`src/tcce_pkg.sv`:
```
`default_nettype none

package tcce_pkg;

    // default geometry of the text store
    localparam int DEF_COLUMNS = 80;
    localparam int DEF_ROWS    = 25;

    // function codes of an input item
    localparam logic [1:0] FUNC_PRINT = 2'd0;
    localparam logic [1:0] FUNC_ECHO  = 2'd1;
    localparam logic [1:0] FUNC_READ  = 2'd2;

    // character codes with special meaning
    localparam logic [7:0] CHAR_NUL   = 8'h00;
    localparam logic [7:0] CHAR_BS    = 8'h08;
    localparam logic [7:0] CHAR_LF    = 8'h0A;
    localparam logic [7:0] CHAR_CR    = 8'h0D;
    localparam logic [7:0] CHAR_SPACE = 8'h20;

    // attribute used by the clearing pass after reset and reset value of the register
    localparam logic [7:0] RESET_ATTR = 8'h07;

    // class of an input item
    typedef enum logic [2:0] {
        OP_NONE,
        OP_READ,
        OP_CHAR,
        OP_NEWLINE,
        OP_BACK
    } in_op_t;

    // controller states
    typedef enum logic [2:0] {
        S_CLEAR,
        S_IDLE,
        S_SCROLL_PRIME,
        S_SCROLL,
        S_BLANK,
        S_RESULT
    } state_t;

    // cursor update
    typedef enum logic [1:0] {
        CUR_HOLD,
        CUR_ADVANCE,
        CUR_NEWLINE,
        CUR_BACK
    } cur_op_t;

    // store write source
    typedef enum logic [2:0] {
        WR_NONE,
        WR_CHAR,
        WR_ERASE,
        WR_BLANK,
        WR_CLEAR,
        WR_SCROLL
    } wr_sel_t;

    // sweep pointer update
    typedef enum logic [2:0] {
        PTR_HOLD,
        PTR_INC,
        PTR_ZERO,
        PTR_NEXT_ROW,
        PTR_THIS_ROW
    } ptr_op_t;

    // store read address source
    typedef enum logic [1:0] {
        RD_INPUT,
        RD_HELD,
        RD_SCROLL
    } rd_sel_t;

    typedef struct packed {
        cur_op_t cur;
        wr_sel_t wr;
        ptr_op_t ptr;
        rd_sel_t rd;
        logic    latch;
        logic    out_load;
    } tcce_cmd_t;

    typedef struct packed {
        in_op_t op;
        logic   col_last;
        logic   col_zero;
        logic   row_last;
        logic   scroll_end;
        logic   sweep_col_last;
        logic   clear_end;
    } tcce_stat_t;

endpackage

`default_nettype wire

```
`src/tcce_ctrl.sv`:
```
`default_nettype none

module tcce_ctrl
    import tcce_pkg::*;
(
    input  wire logic       clk,
    input  wire logic       rst_n,
    input  wire logic       in_valid,
    output logic            in_ready,
    output logic            out_valid,
    input  wire logic       out_ready,
    input  wire tcce_stat_t stat,
    output tcce_cmd_t       cmd
);

    state_t state_reg;
    state_t state_next;
    logic   out_valid_reg;
    logic   out_valid_next;
    logic   out_free;

    assign out_free  = !out_valid_reg || out_ready;
    assign out_valid = out_valid_reg;

    // next state
    always_comb
    begin
        state_next = state_reg;
        unique case (state_reg)
            S_CLEAR:
            begin
                if (stat.clear_end)
                begin
                    state_next = S_IDLE;
                end
            end
            S_IDLE:
            begin
                if (in_valid)
                begin
                    unique case (stat.op)
                        OP_NONE, OP_READ:
                        begin
                            state_next = S_RESULT;
                        end
                        OP_CHAR, OP_NEWLINE:
                        begin
                            if (stat.op == OP_CHAR && !stat.col_last)
                            begin
                                state_next = S_RESULT;
                            end
                            else if (stat.row_last)
                            begin
                                state_next = S_SCROLL_PRIME;
                            end
                            else
                            begin
                                state_next = S_BLANK;
                            end
                        end
                        OP_BACK:
                        begin
                            state_next = stat.col_zero ? S_BLANK : S_RESULT;
                        end
                        default:
                        begin
                            state_next = S_RESULT;
                        end
                    endcase
                end
            end
            S_SCROLL_PRIME:
            begin
                state_next = S_SCROLL;
            end
            S_SCROLL:
            begin
                if (stat.scroll_end)
                begin
                    state_next = S_BLANK;
                end
            end
            S_BLANK:
            begin
                if (stat.sweep_col_last)
                begin
                    state_next = S_RESULT;
                end
            end
            S_RESULT:
            begin
                if (out_free)
                begin
                    state_next = S_IDLE;
                end
            end
            default:
            begin
                state_next = S_IDLE;
            end
        endcase
    end

    // commands
    always_comb
    begin
        cmd.cur      = CUR_HOLD;
        cmd.wr       = WR_NONE;
        cmd.ptr      = PTR_HOLD;
        cmd.rd       = RD_HELD;
        cmd.latch    = 1'b0;
        cmd.out_load = 1'b0;
        in_ready     = 1'b0;
        unique case (state_reg)
            S_CLEAR:
            begin
                cmd.wr  = WR_CLEAR;
                cmd.ptr = PTR_INC;
            end
            S_IDLE:
            begin
                in_ready = 1'b1;
                cmd.rd   = RD_INPUT;
                if (in_valid)
                begin
                    cmd.latch = 1'b1;
                    unique case (stat.op)
                        OP_NONE, OP_READ:
                        begin
                            cmd.cur = CUR_HOLD;
                        end
                        OP_CHAR, OP_NEWLINE:
                        begin
                            if (stat.op == OP_CHAR)
                            begin
                                cmd.wr = WR_CHAR;
                            end
                            if (stat.op == OP_CHAR && !stat.col_last)
                            begin
                                cmd.cur = CUR_ADVANCE;
                            end
                            else
                            begin
                                cmd.cur = CUR_NEWLINE;
                                cmd.ptr = stat.row_last ? PTR_ZERO : PTR_NEXT_ROW;
                            end
                        end
                        OP_BACK:
                        begin
                            cmd.wr  = WR_ERASE;
                            cmd.cur = CUR_BACK;
                            if (stat.col_zero)
                            begin
                                cmd.ptr = PTR_THIS_ROW;
                            end
                        end
                        default:
                        begin
                            cmd.cur = CUR_HOLD;
                        end
                    endcase
                end
            end
            S_SCROLL_PRIME:
            begin
                cmd.rd = RD_SCROLL;
            end
            S_SCROLL:
            begin
                cmd.rd  = RD_SCROLL;
                cmd.wr  = WR_SCROLL;
                cmd.ptr = PTR_INC;
            end
            S_BLANK:
            begin
                cmd.wr  = WR_BLANK;
                cmd.ptr = PTR_INC;
            end
            S_RESULT:
            begin
                cmd.out_load = out_free;
            end
            default:
            begin
                cmd.rd = RD_HELD;
            end
        endcase
    end

    always_comb
    begin
        out_valid_next = out_valid_reg;
        if (cmd.out_load)
        begin
            out_valid_next = 1'b1;
        end
        else if (out_ready)
        begin
            out_valid_next = 1'b0;
        end
    end

    always_ff @(posedge clk or negedge rst_n)
    begin
        if (!rst_n)
        begin
            state_reg     <= S_CLEAR;
            out_valid_reg <= 1'b0;
        end
        else
        begin
            state_reg     <= state_next;
            out_valid_reg <= out_valid_next;
        end
    end

    // the store is left alone while waiting for an item
    a_idle_no_write: assert property (@(posedge clk) disable iff (!rst_n)
        (state_reg == S_IDLE && !in_valid) |-> (cmd.wr == WR_NONE))
        else $error("store written while idle");

    // no result before the clearing pass is over
    a_clear_no_result: assert property (@(posedge clk) disable iff (!rst_n)
        (state_reg == S_CLEAR) |-> !out_valid_reg)
        else $error("result during clearing pass");

endmodule

`default_nettype wire

```
`config.mk`:
```
export PLATFORM = sky130hd
export DESIGN_NAME = tcce_ctrl
export DESIGN_NICKNAME = d
export VERILOG_FILES = /design/src/tcce_pkg.sv /design/src/tcce_ctrl.sv
export SDC_FILE = /design/constraint.sdc
export NUM_CORES = 1
export LEC_CHECK = 0
export BUFFER_PORTS_ARGS = -buffer_cell sky130_fd_sc_hd__buf_4
export CAP_MARGIN = 20
export CORE_AREA = 5 5 42 44
export DETAILED_ROUTE_END_ITERATION = 6
export DIE_AREA = 0 0 47 49
export GPL_ROUTABILITY_DRIVEN = 0
export HOLD_SLACK_MARGIN = 0.12
export MAX_ROUTING_LAYER = met4
export PLACE_DENSITY = 0.69
export SYNTH_ARGS = -nofsm -noshare
export SYNTH_HDL_FRONTEND = slang
export SYNTH_SLANG_ARGS = --single-unit
```
`constraint.sdc`:
```
create_clock -name clk -period 1.4 [get_ports clk]
set_input_delay 0.14 -clock clk [delete_from_list [all_inputs] [get_ports clk]]
set_output_delay 0.14 -clock clk [all_outputs]
set_load 0.1 [all_outputs]
```
# Word-level counts from Yosys, hierarchy flattened
# Index checks and enable logic that the tools add are counted.
# word_totals
reg_bits	4
in_bits	13
out_inout_bits	14
elab_cells	51
# classes
eq_ne	13
muxes	27
n_reduce_logical	9
# op_table
op	n
3-bit 2-to-1 mux	8
6-bit case mux with 4 select lines	1
3-bit case mux with 6 select lines	1
3-bit by 2-bit equality test with 1-bit output (second input constant)	4
6-bit case mux with 2 select lines	1
2-bit != test (second input constant)	5
3-bit equality test (second input constant)	3
1-bit 2-to-1 mux	9
8-bit 2-to-1 mux	1
2-bit case mux with 2 select lines	2
2-bit 2-to-1 mux	3
3-bit case mux with 2 select lines	1
5-bit AND reduction	1
2-bit OR reduction	2
3-bit by 1-bit equality test with 1-bit output (second input constant)	1
3-bit logical NOT	1
1-bit logical NOT	2
2-bit nonzero test	1
1-bit logical AND	1
1-bit logical OR	1

# Longest topological paths before layout
# Gate-level depths: netlist of the first run.
# depth
depth_word	6
depth_mapped	4
ltp_nobuf	3

# Least setup slack after synthesis of the first run
# OpenSTA, ideal clock, no wires.
# synth_timing
path_kind	flip-flop to output port
startpoint	reg state_reg[1]
endpoint	out in_ready
arrival_time_ns	2.793
required_ns	1.260
path_slack_ns	-1.533
path_stages_with_launch	3
n_path_buf	1
path_cell_list	dfrtp_1 buf_2 nor3b_1
# synth_between
elab_chain_cells	2
# synth_rtl
element	line	text
start: declaration	tcce_ctrl.sv:16	state_t state_reg;
start signal: assignment	tcce_ctrl.sv:212	state_reg <= state_next;
3-bit by 1-bit equality test with 1-bit output	tcce_ctrl.sv:114	unique case (state_reg)
1-bit 2-to-1 mux	tcce_ctrl.sv:114	
end: declaration	tcce_ctrl.sv:9	output logic in_ready,
# Every way passes these cells.

==> summary.md, run 1 <==
| Metric | Value |
|---|---|
| Status | `finished, violations left` |
| Violations in the final reports | `negative setup slack` |
| ANT cells | `0` |
| # clock sinks | `4` |
| Die area | `2300 sq um` |
| Crit path to | `cmd[4]` |
| CP Data Required Time | `1.26 ns` |
| Register area share after synthesis | `21.5%` |
| Syn_nets | `66` |
| Most common cell after layout, fill and taps aside | `buf_4` |
| Die Ht | `49 microns` |
| Hold/Removal Path Class | `input port to flop` |
| Max Clk Rate | `625 MHz` |
| Hold Crit Depth | `3` |
| Post-synthesis cell count | `53` |
| Tcrit/Tclk final | `114%` |
| Clock buffer count from CTS | `3` |
| Cell depth of the worst setup path | `4` |
| CP top delay family | `simple AND/OR/NAND/NOR gates` |
| Max transition margin | `75.9%` |
| IO buf count | `26` |
| Syn avg cell area | `8.78 sq um` |
| Gr usage total | `16.3%` |
| HPWL after DPL | `1180 microns` |
| P&R area growth vs syn | `120%` |
| Final hold vios | `0` |
| Layout net count | `106` |
| Critical Path AT | `1.46 ns` |
| Yosys top cell area share | `21.5%` |
| Least-Margin Pin Slew | `0.360 ns` |
| Worst-path clk slew | `0.04 ns` |
| WL final | `1530 microns` |
| CP Max Fanout | `4` |
| Share of layout cells above drive strength 1 | `70.7%` |
| Area contributors post-synth | `dfrtp_1, nand4bb_4, buf_6, nor3_1, nand2b_1` |
| Tmin final | `1.60 ns` |
| CTS tree | `yes` |
| Ys Warns | `0` |
| FF-to-FF End | `state_reg[1]` |
| Worst-path cell chain | `nand4bb_4 > nor3_4 > a21bo_4 > buf_12` |
| H-tree levels | `1` |
| DRC errors left | `0` |
| Total gr overflow | `0` |
| Slew Viols, Final | `0` |
| Synthesized area | `465 sq um` |
| Final TNS setup | `-1.40 ns` |
| Die width | `47 microns` |
| Setup ws final | `-0.199 ns` |
| Row count | `14` |
| First-pass GRT wire length | `2610 microns` |
| Max Cap Viol | `0` |
| Minimum hold slack | `0.197 ns` |
| Flop2flop setup slack | `0.23 ns` |
| Initial core utilization | `33.2%` |
| P_leak | `0.461 nW` |
| Final setup viols | `12` |
| Worst VDD drop | `1.05 mV` |
| Initial antenna violation count | `0` |
| CTS Buffer Depth | `2` |
| Core ar. | `1400 sq um` |
| Router iterations before antenna repair | `4` |
| Ys async rst share | `100%` |
| RSZ-0062 raised after global routing | `yes` |
| Kind of critical path | `flop to output pin` |
| Final ANT Viol Nets | `0` |
| Worst Setup SP | `state_reg[2]` |
| Post-synth EDFFs | `0` |
| Slowest library cell on the worst path | `dfrtp_1` |
| Post-synth top area cell | `dfrtp_1` |
| Setup crit end kind | `output pin` |
| Largest net degree at the start of global routing | `11` |
| Startpoint types | `flop` |
| Clk_lat worst skew | `0.24 ns` |
| R2R cell count | `3` |
| Post-synth top flop | `dfrtp_1` |
| Pwr dens | `2330 nW/um^2` |
| RR Startpoint | `state_reg[2]` |
| 1st-iter DRT viols | `6` |
| Via density | `5.16` |
| Clk root buf | `clkbuf_4` |
| Via count | `557` |
| Crit path largest cell delay | `0.37 ns` |
| Buf/Inv on CP | `1` |
| Drt wl/cell | `14.2 microns` |
| Most frequent cells in the layout | `buf_4, buf_12, buf_6` |
| Seq cells post-synth | `4` |
| Largest register FFs | `3` |
| Vias in the first global route | `601` |
| Final Skew | `0.00525 ns` |
| IO Pins | `27` |
| Netlist cell types | `33` |
## logic make-up (layout without fill, tap and decap cells)
family | Yosys count | count (layout) | synth area share [%]
AO/OA/AOI/OAI | 13 | 13 | 21.2
flip-flops | 4 | 4 | 21.5
multiplexers | 2 | 2 | 4.57
buffers and inverters | 6 | 45 | 9.14
AND/OR/NAND/NOR | 28 | 28 | 43.5
## repair_timing
item	4_1_cts	5_1_grt
buffers inserted	2	0
gates resized for setup	35	6
hold endpoints to repair	4	0
endpoints found under the setup margin	13	13
hold buffers	1	0
pin swaps	4	0
## final cells by class
class	instances	area (sq um)
repair buffers	39	450
multi-input cells	43	419
fillers	100	375
flip-flops and latches	4	103
clock buffers	4	26.3
well taps	16	20.0
inverters	2	7.51
## metrics by stage
stage                     cells  worst slack [ns]  utilization [%]  instance area (sq um)  power [mW]
after CTS                   108            -0.212             71.0                    995        2.37
after floorplan              53            -0.696                -                    538        1.55
after global placement      101          -0.00966             56.6                    793        1.85
final                       108            -0.199             73.2                   1030        2.39
after detailed placement    101           -0.0322             56.6                    793        1.86
after global routing        108            -0.266             73.2                   1030        2.48
## where the power goes
group	internal [mW]	leakage, nW	switching (mW)
clock network	0.107	0.0150	0.0556
registers	0.160	0.0463	0.0386
logic	0.748	0.400	1.28
## worst min-delay path by stage
stage | startpoint | endpoint
after detailed placement | rst_n | state_reg[0]
after global placement | rst_n | state_reg[0]
final | stat[4] | state_reg[0]
after floorplan | rst_n | out_valid
after global routing | stat[3] | state_reg[1]
after CTS | stat[3] | state_reg[1]
## synthesized netlist by cell type, types with 2 or more instances
cell      n
nand2b_1  3
o21a_1    2
dfrtp_1   4
nor2_1    4
nand2_1   4
buf_6     2
and3_1    2
a211o_1   2
nor3_1    4
and2b_1   2
a21oi_1   2
## worst min-delay path, delay by kind of cell
kind                   cells  cell delay (ns)
AOI/OAI and AO/OA          2             0.18
buffers and inverters      1             0.08
## metal layers
metal	vias to the layer above	GRT usage (%)	wire length, microns
li1	268	-	-
met1	257	15.9	460
met2	26	26.0	886
met3	6	5.54	141
met4	0	10.6	43
met5	-	-	0
No activity file was read; power rests on OpenSTA's default activity.
==> run 2, diff against run 1 <==
--- a/config.mk
+++ b/config.mk
@@ -7,9 +7,9 @@
 export LEC_CHECK = 0
 export BUFFER_PORTS_ARGS = -buffer_cell sky130_fd_sc_hd__buf_4
 export CAP_MARGIN = 20
-export CORE_AREA = 5 5 42 44
+export CORE_AREA = 3 3 40 42
 export DETAILED_ROUTE_END_ITERATION = 6
-export DIE_AREA = 0 0 47 49
+export DIE_AREA = 0 0 43 45
 export GPL_ROUTABILITY_DRIVEN = 0
 export HOLD_SLACK_MARGIN = 0.12
 export MAX_ROUTING_LAYER = met4
==> summary.md, run 2 (synthesis gave the netlist of run 1 again) <==
| Metric | Value |
|---|---|
| Worst-path clk slew | `0.04 ns (about the same)` |
| Crit path largest cell delay | `0.38 ns (about the same)` |
| Critical Path AT | `1.47 ns (about the same)` |
| Most frequent cells in the layout | `buf_4, buf_12, nor2_1, nand2_1` |
| 1st-iter DRT viols | `0 (-6)` |
| Initial core utilization | `36.2% (+3.0 points)` |
| Max transition margin | `81.5% (+5.7 points)` |
| P_leak | `0.460 nW (about the same)` |
| Slowest library cell on the worst path | `dfrtp_1` |
| Die Ht | `45 microns (-8.2%)` |
| Tmin final | `1.61 ns (+0.0139 ns)` |
| Die area | `1940 sq um (-16%)` |
| Clk root buf | `clkbuf_4` |
| CP Data Required Time | `1.26 ns (about the same)` |
| Max Clk Rate | `620 MHz (-0.86%)` |
| Slew Viols, Final | `0 (unchanged)` |
| IO buf count | `26 (unchanged)` |
| Hold/Removal Path Class | `input port to flop` |
| Flop2flop setup slack | `0.14 ns (-0.09 ns)` |
| Flop pwr share | `8.2% (about the same)` |
| Most common cell after layout, fill and taps aside | `buf_4` |
| Status | `finished, violations left` |
| Tcrit/Tclk final | `115% (+1.0 points)` |
| RR Startpoint | `state_reg[1]` |
| CP Max Fanout | `4 (unchanged)` |
| Violations in the final reports | `negative setup slack` |
| Final setup viols | `10 (-2)` |
| Worst-path cell chain | `nand4bb_4 > nor3_4 > a21bo_4 > buf_12` |
| First-pass GRT wire length | `2530 microns (-2.9%)` |
| # clock sinks | `4 (unchanged)` |
| Clock group share of total power | `7.0% (+0.2 points)` |
| H-tree levels | `1 (unchanged)` |
| Clk_lat worst skew | `0.25 ns (about the same)` |
| R2R cell count | `4 (+1)` |
| CP top delay family | `simple AND/OR/NAND/NOR gates` |
| Row count | `13 (-1)` |
| Final TNS setup | `-1.61 ns (-0.210 ns)` |
| Final Skew | `0.00134 ns (-0.00391 ns)` |
| Kind of critical path | `flop to output pin` |
| Vias in the first global route | `572 (-4.8%)` |
| Gr usage total | `18.3% (+2.0 points)` |
| Final Non-Filler Cells | `105 (-2.8%)` |
| Max Cap Viol | `0 (unchanged)` |
| Initial antenna violation count | `0 (unchanged)` |
| Setup ws final | `-0.213 ns (-0.0139 ns)` |
| Final ANT Viol Nets | `0 (unchanged)` |
| Buf/Inv on CP | `1 (unchanged)` |
| Hold endpoint | `state_reg[1]` |
| Drt wl/cell | `14.0 microns (-1.4%)` |
| Largest net degree at the start of global routing | `11 (unchanged)` |
| Via density | `5.18 (+0.46%)` |
| Total gr overflow | `0 (unchanged)` |
| ANT cells | `0 (unchanged)` |
| Layout net count | `104 (-1.9%)` |
| Largest register FFs | `3 (unchanged)` |
| Switching Share | `57.0% (-0.55 points)` |
| Setup crit end kind | `output pin` |
| Worst hold start | `stat[3]` |
| Least-Margin Pin Slew | `0.279 ns (-0.0814 ns)` |
| CTS Buffer Depth | `2 (unchanged)` |
| Final hold vios | `0 (unchanged)` |
| DRC errors left | `0 (unchanged)` |
| IO Pins | `27 (unchanged)` |
| Comb pwr share | `84.8% (about the same)` |
| Clock buffer count from CTS | `3 (unchanged)` |
| Share of layout cells above drive strength 1 | `70.0% (-0.65 points)` |
| Psw | `1.39 mW (+0.93%)` |
| FF-to-FF End | `state_reg[1]` |
| Hold Crit Depth | `2 (-1)` |
| HPWL after DPL | `1080 microns (-8.6%)` |
| CTS tree | `yes` |
| Pwr Total | `2.43 mW (+1.9%)` |
| Pwr dens | `2340 nW/um^2 (+0.31%)` |
| Router iterations before antenna repair | `1 (-3)` |
| RSZ-0062 raised after global routing | `yes` |
| Minimum hold slack | `0.188 ns (-0.00939 ns)` |
| Core ar. | `1280 sq um (-8.3%)` |
| DP Cell Count | `98 (-3.0%)` |
| Post-layout util | `81.1% (+7.9 points)` |
| Via count | `544 (-2.3%)` |
| Internal | `1.05 mW (+3.2%)` |
| Worst VDD drop | `1.19 mV (+13%)` |
| P&R area growth vs syn | `124%` |
| WL final | `1470 microns (-4.1%)` |
| Die width | `43 microns (-8.5%)` |
| Startpoint types | `flop` |
[run 2: changes by cell type in the layout (fill, tap and decap cells not counted), sizes merged]
cell | previous run | this run
buf | 38 | 36
[run 2: area by class of cell]
| cell class | instances | area, sq um |
|---|---|---|
| flip-flops and latches | 4 | 103 |
| inverters | 2 | 7.51 |
| repair buffers | 37 | 462 |
| fillers | 83 | 243 |
| well taps | 15 | 18.8 |
| multi-input cells | 43 | 425 |
| clock buffers | 4 | 26.3 |
[run 2: worst max path at each step]
stage | start | to | slack, ns | depth (start not counted)
after floorplan | state_reg[1] | cmd[4] | -0.70 | 3
after global placement | state_reg[2] | cmd[4] | -0.02 | 4
after detailed placement | state_reg[0] | cmd[4] | -0.06 | 4
after CTS | state_reg[2] | cmd[10] | -0.24 | 4
after global routing | state_reg[1] | cmd[4] | -0.27 | 4
final | state_reg[1] | cmd[4] | -0.21 | 4
[run 2: metrics by stage]
step / setup slack [ns] / instance area (sq um)
after CTS: -0.239 / 946
after floorplan: -0.696 / 538
final: -0.213 / 1040
after global routing: -0.272 / 1040
after detailed placement: -0.0554 / 777
after global placement: -0.0225 / 777
[run 2: layer usage]
| layer | wire [microns] | up-vias | track usage [%] | part of all wire [%] |
|---|---|---|---|---|
| met5 | 0 | - | - | 0 |
| met4 | 25 | 0 | 10.8 | 1.7 |
| met3 | 87 | 2 | 3.19 | 5.9 |
| met2 | 792 | 22 | 31.1 | 54 |
| met1 | 563 | 253 | 20.0 | 38 |
| li1 | - | 267 | - | - |
[run 2: what timing repair did]
action,4_1_cts,5_1_grt
cloned,0,0
resized for setup,32,20
endpoints found under the setup margin,13,13
hold endpoints to repair,4,0
hold buffers,1,0
pin swaps,1,2
setup buffers,1,2
[run 2: power groups by stage]
stage | registers (mW) | logic [mW] | clock network, mW
5_1_grt | 0.207 | 2.13 | 0.191
3_3_place_gp | 0.192 | 1.62 | 0
3_5_place_dp | 0.193 | 1.63 | 0
2_1_floorplan | 0.294 | 1.26 | 0
6_report | 0.200 | 2.06 | 0.170
4_1_cts | 0.195 | 1.85 | 0.177
